==> src/hw/rtl/array_list_engine_unit_assert.svh <==
// Assertion macros for the array list engine.
// Included by the modules that check their own control logic.
`ifndef ARRAY_LIST_ENGINE_UNIT_ASSERT_SVH
`define ARRAY_LIST_ENGINE_UNIT_ASSERT_SVH

`ifndef SYNTHESIS
`define ALE_ASSERT_IMP(label, clk, rst_n, ante, cons) \
    label: assert property (@(posedge clk) disable iff (!rst_n) (ante) |-> (cons)) \
        else $error("array list engine check failed");
`define ALE_ASSERT_NXT(label, clk, rst_n, ante, cons) \
    label: assert property (@(posedge clk) disable iff (!rst_n) (ante) |=> (cons)) \
        else $error("array list engine check failed");
`else
`define ALE_ASSERT_IMP(label, clk, rst_n, ante, cons)
`define ALE_ASSERT_NXT(label, clk, rst_n, ante, cons)
`endif

`endif

==> src/hw/rtl/ale_pkg.sv <==
// Shared constants, codes and bundle types of the array list engine.
// No dependencies.
package ale_pkg;

    localparam int DEPTH     = 256;
    localparam int WORD_BITS = 32;
    localparam int AW        = $clog2(DEPTH);
    localparam int CNT_W     = $clog2(DEPTH + 1);
    localparam int FIELD_W   = 9;
    localparam int VAL_W     = 32;
    localparam int CAP_W     = 9;
    localparam int CAP_RESET = 256;
    localparam int CMP_W     = (CNT_W > FIELD_W) ? CNT_W : FIELD_W;

    typedef logic [WORD_BITS-1:0] t_word;

    typedef enum logic [1:0] {
        FN_INSERT = 2'd0,
        FN_DELETE = 2'd1,
        FN_LOCATE = 2'd2,
        FN_SEARCH = 2'd3
    } t_func;

    typedef enum logic [1:0] {
        ST_OK       = 2'd0,
        ST_FULL     = 2'd1,
        ST_BADPOS   = 2'd2,
        ST_NOTFOUND = 2'd3
    } t_status;

    typedef struct packed {
        t_func                func;
        logic [FIELD_W-1:0]   pos;
        t_word                word;
    } t_req;

    typedef struct packed {
        t_status              status;
        logic [FIELD_W-1:0]   index;
        logic [FIELD_W-1:0]   length;
        logic                 empty;
    } t_res;

    typedef struct packed {
        logic                 we;
        logic [AW-1:0]        waddr;
        t_word                wdata;
        logic                 re;
        logic [AW-1:0]        raddr;
    } t_mem_req;

    function automatic t_word to_word(logic signed [VAL_W-1:0] v);
        t_word w;
        w = WORD_BITS'(v);
        return w;
    endfunction

endpackage

==> src/hw/rtl/ale_ctrl.sv <==
// Request sequencer of the array list engine: shift, scan and halving search
// over the entry RAM. Depends on ale_pkg and array_list_engine_unit_assert.svh.
`include "array_list_engine_unit_assert.svh"
module ale_ctrl (
    input  logic                       i_clk,
    input  logic                       i_rst_n,
    input  logic                       i_start,
    input  ale_pkg::t_req              i_req,
    input  logic [ale_pkg::CAP_W-1:0]  i_cap,
    input  ale_pkg::t_word             i_rdata,
    output ale_pkg::t_mem_req          o_mem,
    output logic                       o_busy,
    output logic                       o_valid,
    output ale_pkg::t_res              o_res
);

    localparam int CW = ale_pkg::CNT_W;
    localparam int MW = ale_pkg::CMP_W;
    localparam int FW = ale_pkg::FIELD_W;
    localparam int AW = ale_pkg::AW;

    typedef enum logic [3:0] {
        S_IDLE,
        S_INS_RD,
        S_INS_WR,
        S_DEL_RD,
        S_DEL_WR,
        S_LOC_RD,
        S_LOC_CMP,
        S_BS_RD,
        S_BS_CMP
    } t_state;

    t_state                r_state, n_state;
    logic [CW-1:0]         r_count, n_count;
    logic [CW-1:0]         r_q, n_q;
    logic [CW-1:0]         r_pos, n_pos;
    logic [CW-1:0]         r_lo, n_lo;
    logic [CW-1:0]         r_hi1, n_hi1;
    logic [CW-1:0]         r_mid, n_mid;
    ale_pkg::t_word        r_word, n_word;
    logic                  r_valid, n_valid;
    ale_pkg::t_res         r_res, n_res;

    logic                  full;
    logic                  ins_bad;
    logic                  del_bad;
    logic [CW:0]           mid_sum;
    logic [CW-1:0]         mid;
    logic [CW-1:0]         q_next;

    assign full    = (MW'(r_count) >= MW'(i_cap)) || (r_count >= CW'(ale_pkg::DEPTH));
    assign ins_bad = MW'(i_req.pos) > MW'(r_count);
    assign del_bad = MW'(i_req.pos) >= MW'(r_count);
    assign mid_sum = {1'b0, r_lo} + {1'b0, r_hi1} - (CW + 1)'(1);
    assign mid     = mid_sum[CW:1];
    assign q_next  = r_q + CW'(1);

    always_comb begin
        n_state = r_state;
        n_count = r_count;
        n_q     = r_q;
        n_pos   = r_pos;
        n_lo    = r_lo;
        n_hi1   = r_hi1;
        n_mid   = r_mid;
        n_word  = r_word;
        n_valid = 1'b0;
        n_res   = r_res;
        o_mem   = '0;

        case (r_state)
            S_IDLE: begin
                if (i_start) begin
                    n_word = i_req.word;
                    n_pos  = CW'(i_req.pos);
                    n_res.length = FW'(r_count);
                    n_res.empty  = (r_count == '0);
                    n_res.index  = '0;
                    case (i_req.func)
                        ale_pkg::FN_INSERT: begin
                            if (full) begin
                                n_valid = 1'b1;
                                n_res.status = ale_pkg::ST_FULL;
                            end else if (ins_bad) begin
                                n_valid = 1'b1;
                                n_res.status = ale_pkg::ST_BADPOS;
                            end else begin
                                n_q     = r_count;
                                n_state = S_INS_RD;
                            end
                        end
                        ale_pkg::FN_DELETE: begin
                            if (del_bad) begin
                                n_valid = 1'b1;
                                n_res.status = ale_pkg::ST_BADPOS;
                            end else begin
                                n_q     = CW'(i_req.pos);
                                n_state = S_DEL_RD;
                            end
                        end
                        ale_pkg::FN_LOCATE: begin
                            n_q     = '0;
                            n_state = S_LOC_RD;
                        end
                        default: begin
                            n_lo    = '0;
                            n_hi1   = r_count;
                            n_state = S_BS_RD;
                        end
                    endcase
                end
            end
            S_INS_RD: begin
                if (r_q > r_pos) begin
                    o_mem.re    = 1'b1;
                    o_mem.raddr = AW'(r_q - CW'(1));
                    n_state     = S_INS_WR;
                end else begin
                    o_mem.we     = 1'b1;
                    o_mem.waddr  = AW'(r_pos);
                    o_mem.wdata  = r_word;
                    n_count      = r_count + CW'(1);
                    n_valid      = 1'b1;
                    n_res.status = ale_pkg::ST_OK;
                    n_res.index  = FW'(r_pos);
                    n_res.length = FW'(r_count + CW'(1));
                    n_res.empty  = 1'b0;
                    n_state      = S_IDLE;
                end
            end
            S_INS_WR: begin
                o_mem.we    = 1'b1;
                o_mem.waddr = AW'(r_q);
                o_mem.wdata = i_rdata;
                n_q         = r_q - CW'(1);
                n_state     = S_INS_RD;
            end
            S_DEL_RD: begin
                if (q_next < r_count) begin
                    o_mem.re    = 1'b1;
                    o_mem.raddr = AW'(q_next);
                    n_state     = S_DEL_WR;
                end else begin
                    n_count      = r_count - CW'(1);
                    n_valid      = 1'b1;
                    n_res.status = ale_pkg::ST_OK;
                    n_res.index  = FW'(r_pos);
                    n_res.length = FW'(r_count - CW'(1));
                    n_res.empty  = (r_count == CW'(1));
                    n_state      = S_IDLE;
                end
            end
            S_DEL_WR: begin
                o_mem.we    = 1'b1;
                o_mem.waddr = AW'(r_q);
                o_mem.wdata = i_rdata;
                n_q         = q_next;
                n_state     = S_DEL_RD;
            end
            S_LOC_RD: begin
                if (r_q < r_count) begin
                    o_mem.re    = 1'b1;
                    o_mem.raddr = AW'(r_q);
                    n_state     = S_LOC_CMP;
                end else begin
                    n_valid      = 1'b1;
                    n_res.status = ale_pkg::ST_NOTFOUND;
                    n_res.index  = '0;
                    n_state      = S_IDLE;
                end
            end
            S_LOC_CMP: begin
                if (i_rdata == r_word) begin
                    n_valid      = 1'b1;
                    n_res.status = ale_pkg::ST_OK;
                    n_res.index  = FW'(r_q);
                    n_state      = S_IDLE;
                end else begin
                    n_q     = q_next;
                    n_state = S_LOC_RD;
                end
            end
            S_BS_RD: begin
                if (r_lo < r_hi1) begin
                    o_mem.re    = 1'b1;
                    o_mem.raddr = AW'(mid);
                    n_mid       = mid;
                    n_state     = S_BS_CMP;
                end else begin
                    n_valid      = 1'b1;
                    n_res.status = ale_pkg::ST_NOTFOUND;
                    n_res.index  = FW'(r_lo);
                    n_state      = S_IDLE;
                end
            end
            S_BS_CMP: begin
                if (i_rdata == r_word) begin
                    n_valid      = 1'b1;
                    n_res.status = ale_pkg::ST_OK;
                    n_res.index  = FW'(r_mid);
                    n_state      = S_IDLE;
                end else if ($signed(i_rdata) > $signed(r_word)) begin
                    n_hi1   = r_mid;
                    n_state = S_BS_RD;
                end else begin
                    n_lo    = r_mid + CW'(1);
                    n_state = S_BS_RD;
                end
            end
            default: begin
                n_state = S_IDLE;
            end
        endcase
    end

    always_ff @(posedge i_clk) begin
        if (!i_rst_n) begin
            r_state <= S_IDLE;
            r_count <= '0;
            r_valid <= 1'b0;
        end else begin
            r_state <= n_state;
            r_count <= n_count;
            r_valid <= n_valid;
        end
        r_q    <= n_q;
        r_pos  <= n_pos;
        r_lo   <= n_lo;
        r_hi1  <= n_hi1;
        r_mid  <= n_mid;
        r_word <= n_word;
        r_res  <= n_res;
    end

    assign o_busy  = (r_state != S_IDLE);
    assign o_valid = r_valid;
    assign o_res   = r_res;

    `ALE_ASSERT_IMP(a_count_max, i_clk, i_rst_n, 1'b1, r_count <= CW'(ale_pkg::DEPTH))
    `ALE_ASSERT_IMP(a_valid_idle, i_clk, i_rst_n, r_valid, r_state == S_IDLE)
    `ALE_ASSERT_IMP(a_count_moves, i_clk, i_rst_n, $past(i_rst_n) && !$stable(r_count), r_valid)

endmodule

==> config.mk <==
export PLATFORM = sky130hd
export DESIGN_NAME = ale_ctrl
export DESIGN_NICKNAME = d
export VERILOG_FILES = /design/src/hw/rtl/ale_pkg.sv /design/src/hw/rtl/ale_ctrl.sv
export VERILOG_INCLUDE_DIRS = /design/src /design/src/hw/rtl
export SDC_FILE = /design/constraint.sdc
export NUM_CORES = 1
export LEC_CHECK = 0
export ABC_AREA = 1
export BUFFER_PORTS_ARGS = -buffer_cell sky130_fd_sc_hd__buf_2
export CORE_UTILIZATION = 40
export DETAILED_ROUTE_END_ITERATION = 6
export PLACE_DENSITY = 0.62
export SETUP_SLACK_MARGIN = 0.05
export SYNTH_ARGS = -nofsm -noshare
export SYNTH_HDL_FRONTEND = slang
export SYNTH_SLANG_ARGS = --single-unit
==> constraint.sdc <==
create_clock -name i_clk -period 8.8 [get_ports i_clk]
set_input_delay 1.76 -clock i_clk [delete_from_list [all_inputs] [get_ports i_clk]]
set_output_delay 1.76 -clock i_clk [all_outputs]
set_load 0.1 [all_outputs]
==> run metrics, run 1 <==
Total Routed Length 24500 um; grt ovf 0; final worst path period share 61.6%; post-synthesis sequential area ratio 37.8%; clock-pin slew on the worst setup and hold paths 70 ps; ANT cells 0; maximum clock path buffer count 2; Synth-to-Final Area Change 15.7%; Antenna Nets Post-Route 0; Main synth FF type edfxtp_1; Worst path most repeated cell nand2_1; fin crit period 5420 ps; worst path required time 7040 ps; Via-to-Cell Ratio 5.23; Detail Placement HPWL 19300 um; Hold Crit Class flop to flop; Synthesized Nets 1228; multi-input logic area 4550 um2; number of fill cells 2099; Synthesis Warnings 0; initial antenna violation count 0; Synth Cell Area 8530 um2; worst path bufs/invs 1; synthesized instance count 1030; Fin Setup TNS 0 ps; Avg Inst Size Synth 8.28 um2; number of global-route vias before repair 7176; number of buffers created by CTS 9; CTS Hold Buffers Added 0; Slew Viols, Final 0; layout net count 1378; Top Family by Delay on Critical Path simple AND/OR/NAND/NOR gates; f_max 184 MHz; max_cap viols 0; DRC viols 0; root buffer cell clkbuf_16; worst-path cell chain nand3_1, nor2_1, nand2_1, nor3_1, xor2_1, ha_1, nand2_1, nor2_1, o211ai_1, nand4_2, nand2_1, nor2_1, nand2_1, buf_2; number of H-tree levels 3; clk sinks 112; Worst R2R Setup Slack 5220 ps; drt pass-1 iters 5; relative slew slack 32.5%; RD Place Congestion 0.917; Synth Register Bits 112; Port Buf Inserts 159; worst-margin pin slew 1010 ps; CP arrival 3660 ps; die area 21900 um2; register area 3220 um2; Netlist cell types 52; RSZ-0062 raised after global routing no; outcome finished clean; CP max FO 10; TritonCTS clock tree built; Worst setup SP type flop; most common cell after layout, fill and taps aside nand2_1; async set or reset register ratio after synthesis 0%; core box area 21000 um2; post-CTS setup buffers 0; WL/cell 16.8 um; commonest non-fill, non-tap cells in the layout nand2_1, buf_2, inv_1, ha_1, edfxtp_1; largest stage delay on the critical path 590 ps; Hold Vio Cnt, Final 0; Die Ht 148 um; cts repair resizes 0; Clk Latency, worst-skew pair 360 ps; placed cell count 1444; largest net degree at the start of global routing 41; EDFF count, synth 98; io pins 160; Die Width 148 um; CP Capture Type output pin; final setup violation count 0; row count 53; first-pass GRT wire length 38100 um; Layout Cells excl Fill 1460; iteration-0 DRC count of the detailed router 497; share of cells above drive strength 1 18.6%; GRT Total Usage 22.7%; Setup CP Type flop to output pin; clock skew 13.2 ps; Crit-path slowest cell edfxtp_1; via count 7636; Initial Util 40.7%
layer usage:
| layer | wire, um | track usage, % | share of wire, % | vias to the layer above |
|---|---|---|---|---|
| li1 | - | - | - | 3808 |
| met3 | 1270 | 2.25 | 5.2 | 24 |
| met4 | 408 | 7.11 | 1.7 | 0 |
| met1 | 11300 | 31.0 | 46 | 3544 |
| met5 | 0 | 0 | 0 | - |
| met2 | 11500 | 37.7 | 47 | 260 |
cell usage after synthesis, types with 7 or more instances:
| cell | count | share of area (%) |
|---|---|---|
| nand2_1 | 202 | 8.9 |
| nand3_1 | 52 | 3.1 |
| o21ai_1 | 13 | 0.76 |
| xor2_1 | 26 | 2.7 |
| o22ai_1 | 12 | 0.88 |
| ha_1 | 110 | 16 |
| dfxtp_1 | 14 | 3.3 |
| clkbuf_1 | 10 | 0.44 |
| buf_2 | 7 | 0.41 |
| edfxtp_1 | 98 | 34 |
| inv_2 | 15 | 0.66 |
| nand4_1 | 11 | 0.81 |
| a21oi_1 | 73 | 4.3 |
| inv_1 | 155 | 6.8 |
| nor3_1 | 13 | 0.76 |
| o21ai_0 | 78 | 4.6 |
| o211ai_1 | 7 | 0.62 |
| nor2_1 | 56 | 2.5 |
| o2111ai_1 | 9 | 0.92 |
per-stage QoR:
step                util [%]  hold WS (ps)  area [um2]  setup WS, ps
CTS                     47.1           621        9870          3440
global route            47.1           665        9870          3100
detailed placement      45.7           603        9570          3830
global placement        45.7           593        9570          3870
floorplan                  -           510        8530          3130
finish                  47.1           618        9870          3380
final cells by class:
cell class | instances | area share [%]
multi-input combinational | 723 | 46.1
sequential | 112 | 32.7
tap | 275 | 3.49
timing repair buffer | 161 | 8.21
inverter | 173 | 6.59
clock buffer | 10 | 2.32
clock inverter | 6 | 0.684
flip-flops by register name, indices dropped and copies added, names as in the netlist:
name and count:
r_word 32, o_res 21, r_count 9, r_hi1 9
r_lo 9, r_mid 9, r_pos 9, r_q 9
r_state 4, o_valid 1
kinds of logic (layout without fill, tap and decap cells):
| group | Yosys count | after routing | synth area share, % |
|---|---|---|---|
| fa+ha+maj | 111 | 111 | 16.4 |
| simple gates | 363 | 363 | 19.0 |
| buf+inv | 195 | 350 | 9.09 |
| flops | 112 | 112 | 37.8 |
| mux | 1 | 1 | 0.132 |
| xor+xnor | 30 | 30 | 3.08 |
| compound gates | 218 | 218 | 14.6 |
path summary, 6_finish.rpt:
kind	start	endpoint	depth (start not counted)
max reg2reg	r_q[1]	o_res[11]	16
min reg2reg	r_count[0]	r_count[0]	1
min	r_count[0]	r_count[0]	1
max	r_q[2]	o_mem[8]	14
Power of run 1 is not shown: default switching activity piles up to over one toggle a cycle in this logic, so the estimate is an artifact.
==> run 2: changes to the inputs <==
--- a/config.mk
+++ b/config.mk
@@ -6,7 +6,7 @@
 export SDC_FILE = /design/constraint.sdc
 export NUM_CORES = 1
 export LEC_CHECK = 0
-export ABC_AREA = 1
+export ABC_AREA = 0
 export BUFFER_PORTS_ARGS = -buffer_cell sky130_fd_sc_hd__buf_2
 export CORE_UTILIZATION = 40
 export DETAILED_ROUTE_END_ITERATION = 6
==> constraint.sdc (replaced) <==
create_clock -name i_clk -period 5.27 [get_ports i_clk]
set_input_delay 1.054 -clock i_clk [delete_from_list [all_inputs] [get_ports i_clk]]
set_output_delay 1.054 -clock i_clk [all_outputs]
set_load 0.1 [all_outputs]
==> run 2 against run 1 <==
  * Cell area increased by 2.5%
  * Critical path depth increased by 1
  * Flip-flop and latch count unchanged
  * First-iteration DRC count increased by 17%
  * Clock skew decreased by 0.58 ps
  * Non-clock buffer count increased by 23
  * Register-to-register slack got worse by 3600 ps
  * Largest cell class unchanged
==> run metrics, run 2 <==
worst-path cell chain buf_4, nand3_1, nor2_4, nand3_1, xor2_1, inv_1, ha_1, nand3_1, o221ai_1, and2_1, or4_4, o211ai_1, a32oi_1, nand2_1, buf_2 (was nand3_1, nor2_1, nand2_1, nor3_1, xor2_1, ha_1, nand2_1, nor2_1, o211ai_1, nand4_2, nand2_1, nor2_1, nand2_1, buf_2); Synth Area in Compound Gates 20.1% (was 14.6%); Clk Latency, worst-skew pair 370 ps (was 360 ps); Simple-Gate Fraction of Synth Area 14.9% (was 19.0%); number of fill cells 1998 (was 2099); CP Capture Type output pin (unchanged); DR top layer met4 (unchanged); f_max 200 MHz; largest stage delay on the critical path 540 ps (was 590 ps); clock-pin slew on the worst setup and hold paths 80 ps (was 70 ps); clk sinks 112 (unchanged); count leader, synth ha_1 (was nand2_1); Leakage 4.49 nW; biggest area consumer among synthesized cells edfxtp_1 (unchanged); met2 wire len 11800 um (was 11500 um); largest family of logic cells by synthesized area compound AO/OA/AOI/OAI gates (was simple AND/OR/NAND/NOR gates); Port Buf Inserts 159 (unchanged); Crit-path slowest cell or4_4 (was edfxtp_1); most common cell after layout, fill and taps aside buf_2 (was nand2_1); drt pass-1 iters 6 (was 5); share of cells above drive strength 1 20.7% (was 18.6%); Synth Cell Area 8590 um2 (was 8530 um2); Synthesized Nets 1120 (was 1228); RSZ-0062 raised after global routing no (unchanged); Area after DPL 9800 um2 (was 9570 um2); worst path required time 4220 ps (was 7040 ps); Synth Register Bits 112 (unchanged); worst path bufs/invs 3 (was 1); PD cells 448 nW/um2; Slew Viols, Final 0 (unchanged); Die Ht 149 um (was 148 um); Fin Setup TNS 0 ps (unchanged); number of H-tree levels 3 (unchanged); final setup violation count 0 (unchanged); CP max FO 8 (was 10); design area 10100 um2 (was 9870 um2); Die Width 149 um (was 148 um); maximum clock path buffer count 2 (unchanged); met3 WL 1680 um (was 1270 um); Hold Vio Cnt, Final 0 (unchanged); final worst path period share 95.1%; commonest cells in the netlist ha_1, inv_1, edfxtp_1, nor2_1, nand2_1 (was nand2_1, inv_1, ha_1, edfxtp_1, o21ai_0); fin crit period 5010 ps; async set or reset register ratio after synthesis 0% (unchanged); DRC viols 0 (unchanged); Hold Crit Class flop to flop (unchanged); Initial Util 40.9% (was 40.7%); initial antenna violation count 0 (unchanged); GRT Total Usage 22.7% (about the same); Detail Placement HPWL 19600 um (was 19300 um); Worst path most repeated cell nand3_1 (was nand2_1); Synthesis Warnings 0 (unchanged); final core occ 48.1% (was 47.1%); Worst setup SP type flop (unchanged); mux share of post-synthesis cell area 0.349% (was 0.132%); core box area 21000 um2 (about the same); TritonCTS clock tree built (unchanged); Setup CP Type flop to output pin (unchanged); Netlist cell types 64 (was 52); ANT cells 0 (unchanged); CTS Hold Buffers Added 0 (unchanged); Synth-to-Final Area Change 17.7% (was 15.7%); relative slew slack 17.7% (was 32.5%); iteration-0 DRC count of the detailed router 581 (was 497); Total Routed Length 24900 um (was 24500 um); WL/cell 18.4 um (was 16.8 um); top-area cell type share of the netlist area 34.2% (was 34.5%); EDFF count, synth 98 (unchanged); worst-margin pin slew 1220 ps (was 1010 ps); Worst R2R Setup Slack 1640 ps (was 5220 ps); peak supply drop 0.257 mV; RD Place Congestion 0.911 (was 0.917); Via-to-Cell Ratio 5.62 (was 5.23); Reg with most FFs r_word (unchanged); max_cap viols 0 (unchanged); Top Family by Delay on Critical Path simple AND/OR/NAND/NOR gates (unchanged); die area 22100 um2 (was 21900 um2); outcome finished clean (unchanged); post-synthesis sequential area ratio 37.5% (was 37.8%); clock skew 12.6 ps (was 13.2 ps); Post-Synth XOR/XNOR Area 4.08% (was 3.08%); max reg flops 32 (unchanged); Synth Area in Adders 16.2% (was 16.4%); via count 7620 (was 7636); number of buffers created by CTS 9 (unchanged); root buffer cell clkbuf_16 (unchanged); row count 53 (unchanged); ranking of synthesized cells by area edfxtp_1, ha_1, inv_1 (was edfxtp_1, ha_1, nand2_1); multi-input logic area 4820 um2 (was 4550 um2); grt ovf 0 (unchanged); final hold slack 609 ps (was 618 ps); Avg Inst Size Synth 9.32 um2 (was 8.28 um2); Main synth FF type edfxtp_1 (unchanged); register area 3220 um2 (unchanged); Antenna Nets Post-Route 0 (unchanged); number of global-route vias before repair 6967 (was 7176); layout net count 1274 (was 1378); CP arrival 3960 ps (was 3660 ps); largest net degree at the start of global routing 39 (was 41); commonest non-fill, non-tap cells in the layout buf_2, ha_1, inv_1, edfxtp_1, nor2_1 (was nand2_1, buf_2, inv_1, ha_1, edfxtp_1); synthesized instance count 922 (was 1030); Post-Route M1 WL 10800 um (was 11300 um); first-pass GRT wire length 38000 um (was 38100 um); io pins 160 (unchanged)
## run 2: cell count changes after synthesis, moves of 13 or more
| cell | change |
|---|---|
| o21ai_0 | -27 |
| a21oi_1 | -27 |
| inv_1 | -51 |
| nand3_1 | -31 |
| clkbuf_1 | +20 |
| xor2_1 | -13 |
| xnor2_1 | +23 |
| nor2_1 | +16 |
| inv_2 | -14 |
| a22oi_1 | +14 |
| nand2_1 | -134 |
| a22o_1 | +40 |
## run 2: repair_timing
| action | in CTS | in global routing |
|---|---|---|
| resized for setup | 1 | 5 |
| endpoints found under the setup margin | 1 | 5 |
| gates cloned | 0 | 0 |
| setup buffers | 0 | 0 |
## run 2: worst register-to-register path, delay by kind of cell (launching register included)
kind | cells | cell delay (ps)
AO/OA/AOI/OAI | 2 | 600
XOR/XNOR | 1 | 260
adder cells (fa/ha/maj) | 1 | 300
buffers and inverters | 3 | 430
flip-flops | 1 | 410
AND/OR/NAND/NOR | 8 | 1290
## run 2: cell families after synthesis
| kind of cell | count (synthesis) |
|---|---|
| flops | 112 |
| xor+xnor | 40 |
| compound gates | 245 |
| fa+ha+maj | 111 |
| buf+inv | 149 |
| mux | 3 |
| simple gates | 262 |
## run 2: cell type report
class                      instances  share of cell area, %
multi-input combinational        661                   47.7
sequential                       112                   31.9
timing repair buffer             184                   10.1
inverter                         108                   4.01
tap                              275                   3.40
clock buffer                       9                   2.23
clock inverter                     7                  0.754
## run 2: worst paths after layout
check | from | end | depth (start not counted)
worst min register to register | r_mid[8] | r_hi1[8] | 2
worst min-delay path | r_mid[8] | r_hi1[8] | 2
worst max-delay path | r_q[0] | o_mem[5] | 15
worst max register to register | r_q[0] | o_res[19] | 15
## run 2: per-layer routing
layer	track usage, %	vias to the layer above
met2	36.0	282
met3	2.98	32
met1	30.9	3606
li1	-	3700
met4	9.64	0
met5	0	-
## run 2: stage by stage
stage / std cells / worst slack (ps) / total power [mW]
floorplan: 922 / -10.8 / 3.28
global placement: 1340 / 515 / 3.81
detailed placement: 1340 / 448 / 3.83
CTS: 1356 / 121 / 4.53
global route: 1356 / 58.7 / 4.75
finish: 1356 / 261 / 4.53
## run 2: report_power, final
group          total (mW)  internal [mW]  switching, mW
clock               0.704          0.337          0.367
sequential           1.24           1.16         0.0849
combinational        2.59          0.586           2.00
Note: power is estimated with default switching activity, not from simulation.
